$ cat src/hdl/slr_pkg.sv
// Shared types and constants of the SMBIOS structure lookup block.
package slr_pkg;

   localparam int unsigned BYTE_W = 8;
   localparam int unsigned HANDLE_W = 16;
   localparam int unsigned FIELD_W = 16;
   localparam int unsigned CSR_DATA_W = 16;
   localparam int unsigned HEADER_BYTES = 4;

   typedef enum logic [1:0] {
      PH_HEADER,
      PH_FORMATTED,
      PH_STRINGS
   } phase_type;

   typedef enum logic {
      CSR_WANT_TYPE   = 1'b0,
      CSR_WANT_HANDLE = 1'b1
   } csr_index_type;

   typedef struct packed {
      logic [BYTE_W-1:0] data_byte;
      logic              last;
   } req_type;

   typedef struct packed {
      logic               found;
      logic [FIELD_W-1:0] struct_offset;
      logic [FIELD_W-1:0] struct_length;
   } rsp_type;

endpackage

$ cat src/hdl/slr_intf.sv
// Valid/ready channel interfaces for the request and response words.
interface slr_req_if;
   logic             valid;
   logic             ready;
   slr_pkg::req_type data;

   modport source (output valid, output data, input ready);
   modport sink (input valid, input data, output ready);
endinterface

interface slr_rsp_if;
   logic             valid;
   logic             ready;
   slr_pkg::rsp_type data;

   modport source (output valid, output data, input ready);
   modport sink (input valid, input data, output ready);
endinterface

$ cat src/hdl/smbios_structure_lookup_top.sv
// SMBIOS structure table walker that reports the structure matching a type and handle.
//
// The block takes one table byte per request word and can accept a new word in
// every clock cycle; the parse state updates in the same cycle the word is accepted,
// and a response word it causes enters the output register at the same edge. Input is
// stalled only while that register holds a word the sink has not taken. At most one
// response word is given per region: found with offset and length, or not found at
// the byte marked last. Bytes at positions MAX_REGION_BYTES and above are not parsed.
// The want_type and want_handle registers should be written only while idle.
module smbios_structure_lookup_top #(
   parameter int unsigned MAX_REGION_BYTES = 65536
) (
   input  logic                             clock,
   input  logic                             reset,
   slr_req_if.sink                          req_chan,
   slr_rsp_if.source                        rsp_chan,
   input  logic                             csr_we,
   input  slr_pkg::csr_index_type           csr_index,
   input  logic [slr_pkg::CSR_DATA_W-1:0]   csr_wdata
);

   localparam int unsigned POS_W = $clog2(MAX_REGION_BYTES + 1);
   localparam int unsigned LEN_W = (POS_W > slr_pkg::FIELD_W) ? POS_W : slr_pkg::FIELD_W;
   localparam logic [POS_W-1:0] POS_MAX = POS_W'(MAX_REGION_BYTES);

   logic [slr_pkg::BYTE_W-1:0]   want_type_ff;
   logic [slr_pkg::HANDLE_W-1:0] want_handle_ff;

   slr_pkg::phase_type           phase_ff, phase_in;
   logic [POS_W-1:0]             byte_position_ff, byte_position_in;
   logic [POS_W-1:0]             struct_start_ff, struct_start_in;
   logic [1:0]                   header_index_ff, header_index_in;
   logic [slr_pkg::BYTE_W-1:0]   seen_type_ff, seen_type_in;
   logic [slr_pkg::BYTE_W-1:0]   seen_length_ff, seen_length_in;
   logic [slr_pkg::HANDLE_W-1:0] seen_handle_ff, seen_handle_in;
   logic [slr_pkg::BYTE_W-1:0]   formatted_left_ff, formatted_left_in;
   logic                         previous_null_ff, previous_null_in;
   logic                         match_done_ff, match_done_in;

   logic                         rsp_valid_ff, rsp_valid_in;
   slr_pkg::rsp_type             rsp_data_ff, rsp_data_in;

   logic                         accept;
   logic                         res_valid;
   logic                         res_hit;
   logic                         wanted;
   logic [slr_pkg::BYTE_W-1:0]   b;
   logic                         lst;
   logic [LEN_W-1:0]             pos_ext;
   logic [LEN_W-1:0]             start_ext;
   logic [LEN_W-1:0]             len_full;
   logic [LEN_W-1:0]             len_short;
   logic [slr_pkg::BYTE_W-1:0]   fmt_len;

   assign req_chan.ready = !rsp_valid_ff || rsp_chan.ready;
   assign accept = req_chan.valid && req_chan.ready;
   assign b = req_chan.data.data_byte;
   assign lst = req_chan.data.last;
   assign wanted = (seen_type_ff == want_type_ff) && (seen_handle_ff == want_handle_ff);

   assign pos_ext = LEN_W'(byte_position_ff);
   assign start_ext = LEN_W'(struct_start_ff);
   assign len_full = pos_ext + LEN_W'(1) - start_ext;
   assign len_short = pos_ext - start_ext;

   assign fmt_len = (seen_length_ff < slr_pkg::BYTE_W'(slr_pkg::HEADER_BYTES)) ?
                    slr_pkg::BYTE_W'(slr_pkg::HEADER_BYTES) : seen_length_ff;

   assign rsp_chan.valid = rsp_valid_ff;
   assign rsp_chan.data = rsp_data_ff;

   always_ff @(posedge clock) begin
      if (reset) begin
         want_type_ff <= '0;
         want_handle_ff <= '0;
      end else if (csr_we) begin
         case (csr_index)
            slr_pkg::CSR_WANT_TYPE: begin
               want_type_ff <= csr_wdata[slr_pkg::BYTE_W-1:0];
            end
            slr_pkg::CSR_WANT_HANDLE: begin
               want_handle_ff <= csr_wdata[slr_pkg::HANDLE_W-1:0];
            end
            default: begin
               want_type_ff <= want_type_ff;
            end
         endcase
      end
   end

   always_comb begin
      phase_in = phase_ff;
      byte_position_in = byte_position_ff;
      struct_start_in = struct_start_ff;
      header_index_in = header_index_ff;
      seen_type_in = seen_type_ff;
      seen_length_in = seen_length_ff;
      seen_handle_in = seen_handle_ff;
      formatted_left_in = formatted_left_ff;
      previous_null_in = previous_null_ff;
      match_done_in = match_done_ff;
      res_valid = 1'b0;
      res_hit = 1'b0;
      rsp_data_in = '0;

      if (accept) begin
         if (!match_done_ff && (byte_position_ff < POS_MAX)) begin
            case (phase_ff)
               slr_pkg::PH_HEADER: begin
                  case (header_index_ff)
                     2'd0: begin
                        struct_start_in = byte_position_ff;
                        seen_type_in = b;
                     end
                     2'd1: begin
                        seen_length_in = b;
                     end
                     2'd2: begin
                        seen_handle_in = slr_pkg::HANDLE_W'(b);
                     end
                     default: begin
                        seen_handle_in = {b, seen_handle_ff[slr_pkg::BYTE_W-1:0]};
                        formatted_left_in = fmt_len - slr_pkg::BYTE_W'(slr_pkg::HEADER_BYTES);
                        phase_in = (formatted_left_in != '0) ? slr_pkg::PH_FORMATTED :
                                                               slr_pkg::PH_STRINGS;
                        previous_null_in = 1'b0;
                     end
                  endcase
                  header_index_in = header_index_ff + 2'd1;
               end
               slr_pkg::PH_FORMATTED: begin
                  formatted_left_in = formatted_left_ff - slr_pkg::BYTE_W'(1);
                  if (formatted_left_in == '0) begin
                     phase_in = slr_pkg::PH_STRINGS;
                  end
               end
               slr_pkg::PH_STRINGS: begin
                  if ((b == '0) && previous_null_ff) begin
                     if (wanted) begin
                        res_valid = 1'b1;
                        res_hit = 1'b1;
                        rsp_data_in.struct_length = len_full[slr_pkg::FIELD_W-1:0];
                        match_done_in = 1'b1;
                     end else begin
                        phase_in = slr_pkg::PH_HEADER;
                        header_index_in = '0;
                        previous_null_in = 1'b0;
                     end
                  end else begin
                     previous_null_in = (b == '0);
                     if (lst && wanted) begin
                        res_valid = 1'b1;
                        res_hit = 1'b1;
                        rsp_data_in.struct_length = len_short[slr_pkg::FIELD_W-1:0];
                        match_done_in = 1'b1;
                     end
                  end
               end
               default: begin
                  phase_in = slr_pkg::PH_HEADER;
               end
            endcase
         end

         if (res_hit) begin
            rsp_data_in.found = 1'b1;
            rsp_data_in.struct_offset = start_ext[slr_pkg::FIELD_W-1:0];
         end

         if (lst) begin
            if (!res_valid && !match_done_ff) begin
               res_valid = 1'b1;
            end
            phase_in = slr_pkg::PH_HEADER;
            byte_position_in = '0;
            struct_start_in = '0;
            header_index_in = '0;
            seen_type_in = '0;
            seen_length_in = '0;
            seen_handle_in = '0;
            formatted_left_in = '0;
            previous_null_in = 1'b0;
            match_done_in = 1'b0;
         end else if (byte_position_ff < POS_MAX) begin
            byte_position_in = byte_position_ff + POS_W'(1);
         end
      end

      if (res_valid) begin
         rsp_valid_in = 1'b1;
      end else if (rsp_chan.ready) begin
         rsp_valid_in = 1'b0;
      end else begin
         rsp_valid_in = rsp_valid_ff;
      end
   end

   always_ff @(posedge clock) begin
      if (reset) begin
         phase_ff <= slr_pkg::PH_HEADER;
         byte_position_ff <= '0;
         struct_start_ff <= '0;
         header_index_ff <= '0;
         seen_type_ff <= '0;
         seen_length_ff <= '0;
         seen_handle_ff <= '0;
         formatted_left_ff <= '0;
         previous_null_ff <= 1'b0;
         match_done_ff <= 1'b0;
         rsp_valid_ff <= 1'b0;
      end else begin
         phase_ff <= phase_in;
         byte_position_ff <= byte_position_in;
         struct_start_ff <= struct_start_in;
         header_index_ff <= header_index_in;
         seen_type_ff <= seen_type_in;
         seen_length_ff <= seen_length_in;
         seen_handle_ff <= seen_handle_in;
         formatted_left_ff <= formatted_left_in;
         previous_null_ff <= previous_null_in;
         match_done_ff <= match_done_in;
         rsp_valid_ff <= rsp_valid_in;
      end
   end

   always_ff @(posedge clock) begin
      if (res_valid) begin
         rsp_data_ff <= rsp_data_in;
      end
   end

   a_no_second_hit: assert property (@(posedge clock) disable iff (reset)
      accept && match_done_ff |-> !res_valid)
      else $error("A second response word was produced after a match.");

   a_miss_is_zero: assert property (@(posedge clock) disable iff (reset)
      rsp_valid_ff && !rsp_data_ff.found |->
         (rsp_data_ff.struct_offset == '0) && (rsp_data_ff.struct_length == '0))
      else $error("A not-found word carries a nonzero offset or length.");

   a_position_bound: assert property (@(posedge clock) disable iff (reset)
      byte_position_ff <= POS_MAX)
      else $error("The byte position ran past the region limit.");

   a_region_clear: assert property (@(posedge clock) disable iff (reset)
      accept && lst |=> (byte_position_ff == '0) && !match_done_ff &&
                        (phase_ff == slr_pkg::PH_HEADER))
      else $error("The parse state was not cleared after the last byte.");

endmodule

$ cat src/flat_wrapper.sv
// flat-port wrapper written by rule: the top's interface ports become plain ports
module smbios_structure_lookup_top_flat 
#(
   parameter int unsigned MAX_REGION_BYTES = 65536
)
  (clock, reset, csr_we, csr_index, csr_wdata, req_chan_valid, req_chan_data, req_chan_ready, rsp_chan_valid, rsp_chan_data, rsp_chan_ready);
  slr_req_if req_chan_i ();
  slr_rsp_if rsp_chan_i ();
  input  logic clock;
  input  logic reset;
  input  logic csr_we;
  input  slr_pkg::csr_index_type csr_index;
  input  logic [slr_pkg::CSR_DATA_W-1:0] csr_wdata;
  input wire logic [$bits(req_chan_i.valid)-1:0] req_chan_valid;
  input wire logic [$bits(req_chan_i.data)-1:0] req_chan_data;
  output wire logic [$bits(req_chan_i.ready)-1:0] req_chan_ready;
  output wire logic [$bits(rsp_chan_i.valid)-1:0] rsp_chan_valid;
  output wire logic [$bits(rsp_chan_i.data)-1:0] rsp_chan_data;
  input wire logic [$bits(rsp_chan_i.ready)-1:0] rsp_chan_ready;
  assign req_chan_i.valid = req_chan_valid;
  assign req_chan_i.data = req_chan_data;
  assign req_chan_ready = req_chan_i.ready;
  assign rsp_chan_valid = rsp_chan_i.valid;
  assign rsp_chan_data = rsp_chan_i.data;
  assign rsp_chan_i.ready = rsp_chan_ready;
  smbios_structure_lookup_top #(.MAX_REGION_BYTES(MAX_REGION_BYTES)) u_core (.clock(clock), .reset(reset), .req_chan(req_chan_i), .rsp_chan(rsp_chan_i), .csr_we(csr_we), .csr_index(csr_index), .csr_wdata(csr_wdata));
endmodule
$ cat config.mk
export PLATFORM = sky130hd
export DESIGN_NAME = smbios_structure_lookup_top_flat
export DESIGN_NICKNAME = d
export VERILOG_FILES = /design/src/hdl/slr_pkg.sv /design/src/hdl/slr_intf.sv /design/src/hdl/smbios_structure_lookup_top.sv /design/src/flat_wrapper.sv
export SDC_FILE = /design/constraint.sdc
export NUM_CORES = 1
export LEC_CHECK = 0
export BUFFER_PORTS_ARGS = -buffer_cell sky130_fd_sc_hd__buf_2
export CAP_MARGIN = 20
export CELL_PAD_IN_SITES_DETAIL_PLACEMENT = 2
export CELL_PAD_IN_SITES_GLOBAL_PLACEMENT = 2
export CORE_MARGIN = 2
export CORE_UTILIZATION = 35
export CTS_BUF_LIST = sky130_fd_sc_hd__clkbuf_4
export DETAILED_ROUTE_END_ITERATION = 8
export PLACE_DENSITY = 0.87
export SLEW_MARGIN = 30
export SYNTH_ARGS = -nofsm -noshare
export SYNTH_HDL_FRONTEND = slang
export SYNTH_SLANG_ARGS = --single-unit
$ cat constraint.sdc
create_clock -name clock -period 4.5 [get_ports clock]
set_input_delay 0.675 -clock clock [delete_from_list [all_inputs] [get_ports clock]]
set_output_delay 0.675 -clock clock [all_outputs]
set_load 0.01 [all_outputs]
==> results of run 1 <==
==> cells in the mapped netlist, types with 20 or more instances <==
| cell type | number |
|---|---|
| a21oi_1 | 87 |
| a22oi_1 | 22 |
| and2_1 | 20 |
| clkbuf_1 | 33 |
| dfxtp_1 | 104 |
| edfxtp_1 | 33 |
| ha_1 | 37 |
| inv_1 | 30 |
| mux2i_1 | 20 |
| nand2_1 | 95 |
| nand3_1 | 22 |
| nor2_1 | 116 |
| o21ai_0 | 27 |
| xnor2_1 | 46 |
| xor2_1 | 22 |
==> report_power, final <==
part | switching, W | internal (W)
sequential | 0.0000248 | 0.00129
clock | 0.000524 | 0.000343
combinational | 0.000178 | 0.0000966
total | 0.000727 | 0.00173
==> sequential cells by signal, indices dropped and copies added (netlist names), 8 cells and up <==
signal / cells
u_core.want_handle_ff: 16
u_core.seen_type_ff: 8
u_core.seen_handle_ff: 16
u_core.rsp_chan.data: 33
u_core.formatted_left_ff: 8
u_core.start_ext: 16
u_core.byte_position_ff: 17
u_core.want_type_ff: 8
u_core.seen_length_ff: 8
==> layout make-up <==
| type | count | share of cell area (%) |
|---|---|---|
| Clock inverter | 15 | 1.96 |
| Multi-Input combinational cell | 678 | 50.0 |
| Sequential cell | 137 | 36.5 |
| Inverter | 31 | 1.38 |
| Timing Repair Buffer | 73 | 4.60 |
| Antenna cell | 1 | 0.0297 |
| Clock buffer | 17 | 1.51 |
| Tap cell | 275 | 4.08 |
==> layer usage <==
| metal | vias up | share of wire, % | track usage [%] |
|---|---|---|---|
| li1 | 3198 | - | - |
| met2 | 97 | 53 | 39.4 |
| met5 | - | 0 | 0 |
| met3 | 27 | 2.8 | 3.45 |
| met4 | 0 | 1.3 | 5.00 |
| met1 | 3356 | 43 | 25.4 |
==> final timing paths <==
kind,from,to,cells past startpoint
max,u_core.byte_position_ff[0],u_core.rsp_chan.data[15],15
min,csr_wdata[12],u_core.want_handle_ff[12],3
max reg2reg,u_core.byte_position_ff[0],u_core.rsp_chan.data[15],15
min reg2reg,u_core.seen_handle_ff[8],u_core.seen_handle_ff[8],2
==> kinds of logic (layout without fill, tap and decap cells) <==
group	after synthesis	count (layout)	share of synthesized area (%)
and+or+nand+nor	351	351	22.1
buffers and inverters	68	136	3.45
DFF	137	137	40.8
AOI/OAI and AO/OA	199	199	16.3
adders and majority gates	39	39	6.67
muxes	21	21	2.85
other	0	1	0
xor gates and xnor gates	68	68	7.90
==> stage by stage <==
stage	std cells	power, W	hold WS (ps)	setup WS [ps]
2_1_floorplan	883	0.00152	443	1150
3_3_place_gp	1194	0.00160	454	1010
3_5_place_dp	1194	0.00162	464	788
4_1_cts	1226	0.00249	301	761
5_1_grt	1227	0.00257	294	506
6_report	1227	0.00246	342	717
==> tightest hold or removal path: cells and delay by family <==
kind            cells  cell delay (ps)
simple gates        1               50
compound gates      1               50
buf+inv             1              100
==> impl_metrics.toml, run 1 <==
[clock_network]
tritoncts = "yes"
cts_hold_buf = 0
clk-insertion-delay-late_ps = 560
clock-sinks = 137
clkTransAtPathRegs_ps = 140
postCtsSetupBuffers = 0
cts_max_level = 4
cts.repair.resized = 0
cts_made_buffers = 17
clock_path_buffers = 2
root_buffer = "clkbuf_4"

[yosys]
async_flop_share_pct = 0
synthTopCellsByArea = "dfxtp_1 28%, edfxtp_1 13%, ha_1 6.1%, a21oi_1 5.8%, nor2_1 5.8%"
syn_area_per_cell_um2 = 8.54
synth_top_cell_area_share_pct = 27.6
yosysUniqueCellTypes = 58
synth_cells = 883
synth_area_mm2 = 0.00754
synthFlopType = "dfxtp_1"
synth_edf_count = 33
seq_area_frac_synth_pct = 40.8
synth-seq-cells = 137
syn_nets = 953
yosysWarnings = 0
synth_area_leader_cell = "dfxtp_1"

[sta]
final.min_clock_period_ps = 3780
rsz0062_at_grt = "no"
slew_violations = 0
worst_pin_slew_ps = 903
period_share_pct = 84.1
hold_viol = 0
clock_skew_ps = 20.2
setup_viol = 0
max_freq_mhz = 264
tns_ps = 0
maxSlewHeadroom_pct = 39.8

[worst_setup_path]
timing_worst_setup_path_type = "flip-flop to flip-flop"
r2r_slack_ps = 720
crit_chain = "ha_1 -> and3_1 -> nand3_1 -> nor2_1 -> buf_4 -> xnor2_1 -> ha_1 -> a21oi_1 -> o21bai_1 -> a41oi_1 -> nor2b_1 -> a311o_1 -> a31oi_1 -> xnor2_1 -> a22o_1"
crit_family = "compound AO/OA/AOI/OAI gates"
cp.required_ps = 4830
start_kind = "flip-flop"
path_buf_inv = 1
path_max_fanout = 7
critPathMaxStageDelay_ps = 480
cp-end-kind = "flip-flop"
cp.arrival_ps = 4120
cp_slowest_cell = "dfxtp_1"

[final_layout]
final_common_cell = "nor2_1"
nets = 1008
layout_common_cells = "116 x nor2_1, 104 x dfxtp_1, 95 x nand2_1"
drive_gt1_share_pct = 12.6
area_growth_pct = 11.8
finalInstanceArea_mm2 = 0.00843
regArea_mm2 = 0.00307
nFillCells = 2407
utilization_pct = 40.0
multiInputGateArea_mm2 = 0.00421

[place]
portBuffers = 65
placed_cell_area_mm2 = 0.00813
dp_hpwl_um = 16900
gp_congestion = 0.785

[global_routing]
grt_first_pass_wirelength_um = 37600
gr-usage-all-layers_pct = 21.2
grt_max_degree = 62
grt_pass1_vias = 7201
grt-ovfl-total = 0
antenna_found_initial = 1

[route]
via_count = 6678
wl_per_cell_um = 19.0
ant_nets = 0
drtIter0Drc = 281
avgViaCountPerCell = 5.44
drtPass1Iterations = 4
drc = 0
wirelength_um = 23300

[power]
peakVddDrop_v = 0.000136
powerDensity_mw_per_mm2 = 292
p_leak_nw = 3.31

[floorplanning]
die_w_um = 151
core-area_mm2 = 0.0211
pin_count = 66
die_area_mm2 = 0.0227
start_util_pct = 35.7
fp.dieH_um = 151
num_rows = 53

[outcome]
status = "finished, final reports clean"

[run]
maxCapViolCount = 0

[worst_hold_path]
hold_class = "input pin to flip-flop"
No activity file was read; power rests on OpenSTA's default activity.
==> inputs of run 2 (changes only) <==
Settings changed: CORE_UTILIZATION 35 to 34, PLACE_DENSITY 0.87 to 0.88.
Clock period 4.5 ns to 3.2 ns, I/O delays scaled along.
==> run 2 against run 1 <==
  * The flow now finishes with violations (negative setup slack)
  * Maximum frequency up 14%
  * Power up 43%
  * Routed wire length up 15%
  * Largest cell class unchanged
  * Largest power group unchanged
==> impl_metrics.toml, run 2 (same netlist as run 1, synthesis figures left out) <==
[outcome]
status = "complete, but fails checks"
violations = "negative setup slack"

[worst_setup_path]
critPathMaxStageDelay_ps = 440
rr_startpoint = "u_core.byte_position_ff[6]"
cp.arrival_ps = 3690
cp_common_cell = "xnor2_1"
crit_chain = "nand4_1 -> nor2_1 -> nand3_2 -> xnor2_1 -> ha_1 -> inv_2 -> o21bai_1 -> a41oi_2 -> nor2b_2 -> a311o_1 -> a31oi_2 -> xnor2_1 -> a22o_1"
path_buf_inv = 1
cp-end-kind = "flip-flop"
path_max_fanout = 8
cp_slowest_cell = "dfxtp_4"
cp.required_ps = 3570
crit_start = "u_core.byte_position_ff[6]"
start_kind = "flip-flop"
crit_family = "compound AO/OA/AOI/OAI gates"
timing_worst_setup_path_type = "flip-flop to flip-flop"

[route]
wl_per_cell_um = 21.0
wirelength_um = 26700
ant_nets = 0
avgViaCountPerCell = 5.52
via_count = 7011
drc = 0
drtIter0Drc = 238
drtPass1Iterations = 5

[clock_network]
cts_made_buffers = 17
clk-insertion-delay-late_ps = 600
clock_path_buffers = 2
root_buffer = "clkbuf_4"
clock-sinks = 137
clkTransAtPathRegs_ps = 160
tritoncts = "yes"
cts_max_level = 4

[final_layout]
multiInputGateArea_mm2 = 0.00439
area_growth_pct = 18.6
layout_common_cells = "114 x nor2_1, 98 x dfxtp_1, 95 x nand2_1"
utilization_pct = 41.0
nFillCells = 2439
regArea_mm2 = 0.00309
drive_gt1_share_pct = 18.8
final_common_cell = "nor2_1"
largest_register_ffs = 33
nets = 1046

[sta]
maxSlewHeadroom_pct = 51.4
final.min_clock_period_ps = 3320
tns_ps = -211
period_share_pct = 104
clock_skew_ps = 33.4
fin_ws_ps = -118
hold_viol = 0
setup_viol = 3
slew_violations = 0
max_freq_mhz = 301
worst_pin_slew_ps = 724
rsz0062_at_grt = "yes"

[global_routing]
antenna_found_initial = 1
grt_pass1_vias = 7694
gr-usage-all-layers_pct = 21.9
grt_first_pass_wirelength_um = 41000
grt-ovfl-total = 0
grt_max_degree = 60

[power]
powerDensity_mw_per_mm2 = 392
p_sw_w = 0.00112
p_leak_nw = 3.52
pwr-share-comb_pct = 12.0
switching_share_pct = 31.9
clock_power_share_pct = 35.3
peakVddDrop_v = 0.000230
p_seq_share_pct = 52.7
intPower_w = 0.00239

[floorplanning]
core-area_mm2 = 0.0218
die_area_mm2 = 0.0234
num_rows = 54
start_util_pct = 34.5
die_w_um = 153
fp.dieH_um = 153
pin_count = 66

[worst_hold_path]
holdCritStartpoint = "csr_wdata[15]"
hold_class = "input pin to flip-flop"

[place]
gp_congestion = 0.837
pre_cts_ws_ps = -164
dp_hpwl_um = 18100
portBuffers = 65

[run]
maxCapViolCount = 0
## run 2: layout make-up
cell class	instances	area share, %
well taps	280	3.92
repair buffers	111	7.99
clock inverters	15	1.72
diodes	1	0.0280
clock buffers	17	1.43
inverters	31	1.30
flip-flops and latches	137	34.5
multi-input cells	678	49.1
## run 2: metrics by stage
stage	total power [W]	std cells	hold WS [ps]	instance area (um2)
floorplan	0.00213	883	443	7550
global placement	0.00228	1230	451	8420
finish	0.00351	1270	106	8940
global route	0.00366	1270	83.3	8940
CTS	0.00353	1262	69.7	8730
detailed placement	0.00230	1230	466	8420
## run 2: power groups by stage
| stage | Sequential (W) | Clock, W | Combinational (W) |
|---|---|---|---|
| 2_1_floorplan | 0.00189 | 0 | 0.000249 |
| 3_3_place_gp | 0.00188 | 0 | 0.000395 |
| 3_5_place_dp | 0.00189 | 0 | 0.000411 |
| 4_1_cts | 0.00185 | 0.00126 | 0.000418 |
| 5_1_grt | 0.00185 | 0.00134 | 0.000461 |
| 6_report | 0.00185 | 0.00124 | 0.000421 |
## run 2: layer usage
| metal | global-route usage (%) | part of all wire [%] |
|---|---|---|
| met5 | 0 | 0 |
| met4 | 6.17 | 2.5 |
| met3 | 3.74 | 3.2 |
| met2 | 40.7 | 52 |
| met1 | 25.9 | 42 |
## run 2: final timing paths
kind	depth (start not counted)	slack, ps	endpoint
worst max-delay path	13	-120	u_core.rsp_chan.data[15]
worst min-delay path	3	110	u_core.want_handle_ff[15]
worst max register to register	13	-120	u_core.rsp_chan.data[15]
worst min register to register	2	480	u_core.want_type_ff[2]
## run 2: worst reg2reg max path, stage by stage, from the launching register on
cell	delay [ps]
dfxtp_4	440
nand4_1	200
nor2_1	310
nand3_2	150
xnor2_1	190
ha_1	360
inv_2	110
o21bai_1	90
a41oi_2	250
nor2b_2	90
a311o_1	350
a31oi_2	230
xnor2_1	100
a22o_1	240
## run 2: timing repair
action,in CTS,in global routing
hold buffers,0,0
gates resized for setup,8,29
pin swaps,0,18
buffers inserted,0,7
setup endpoints to repair,4,4
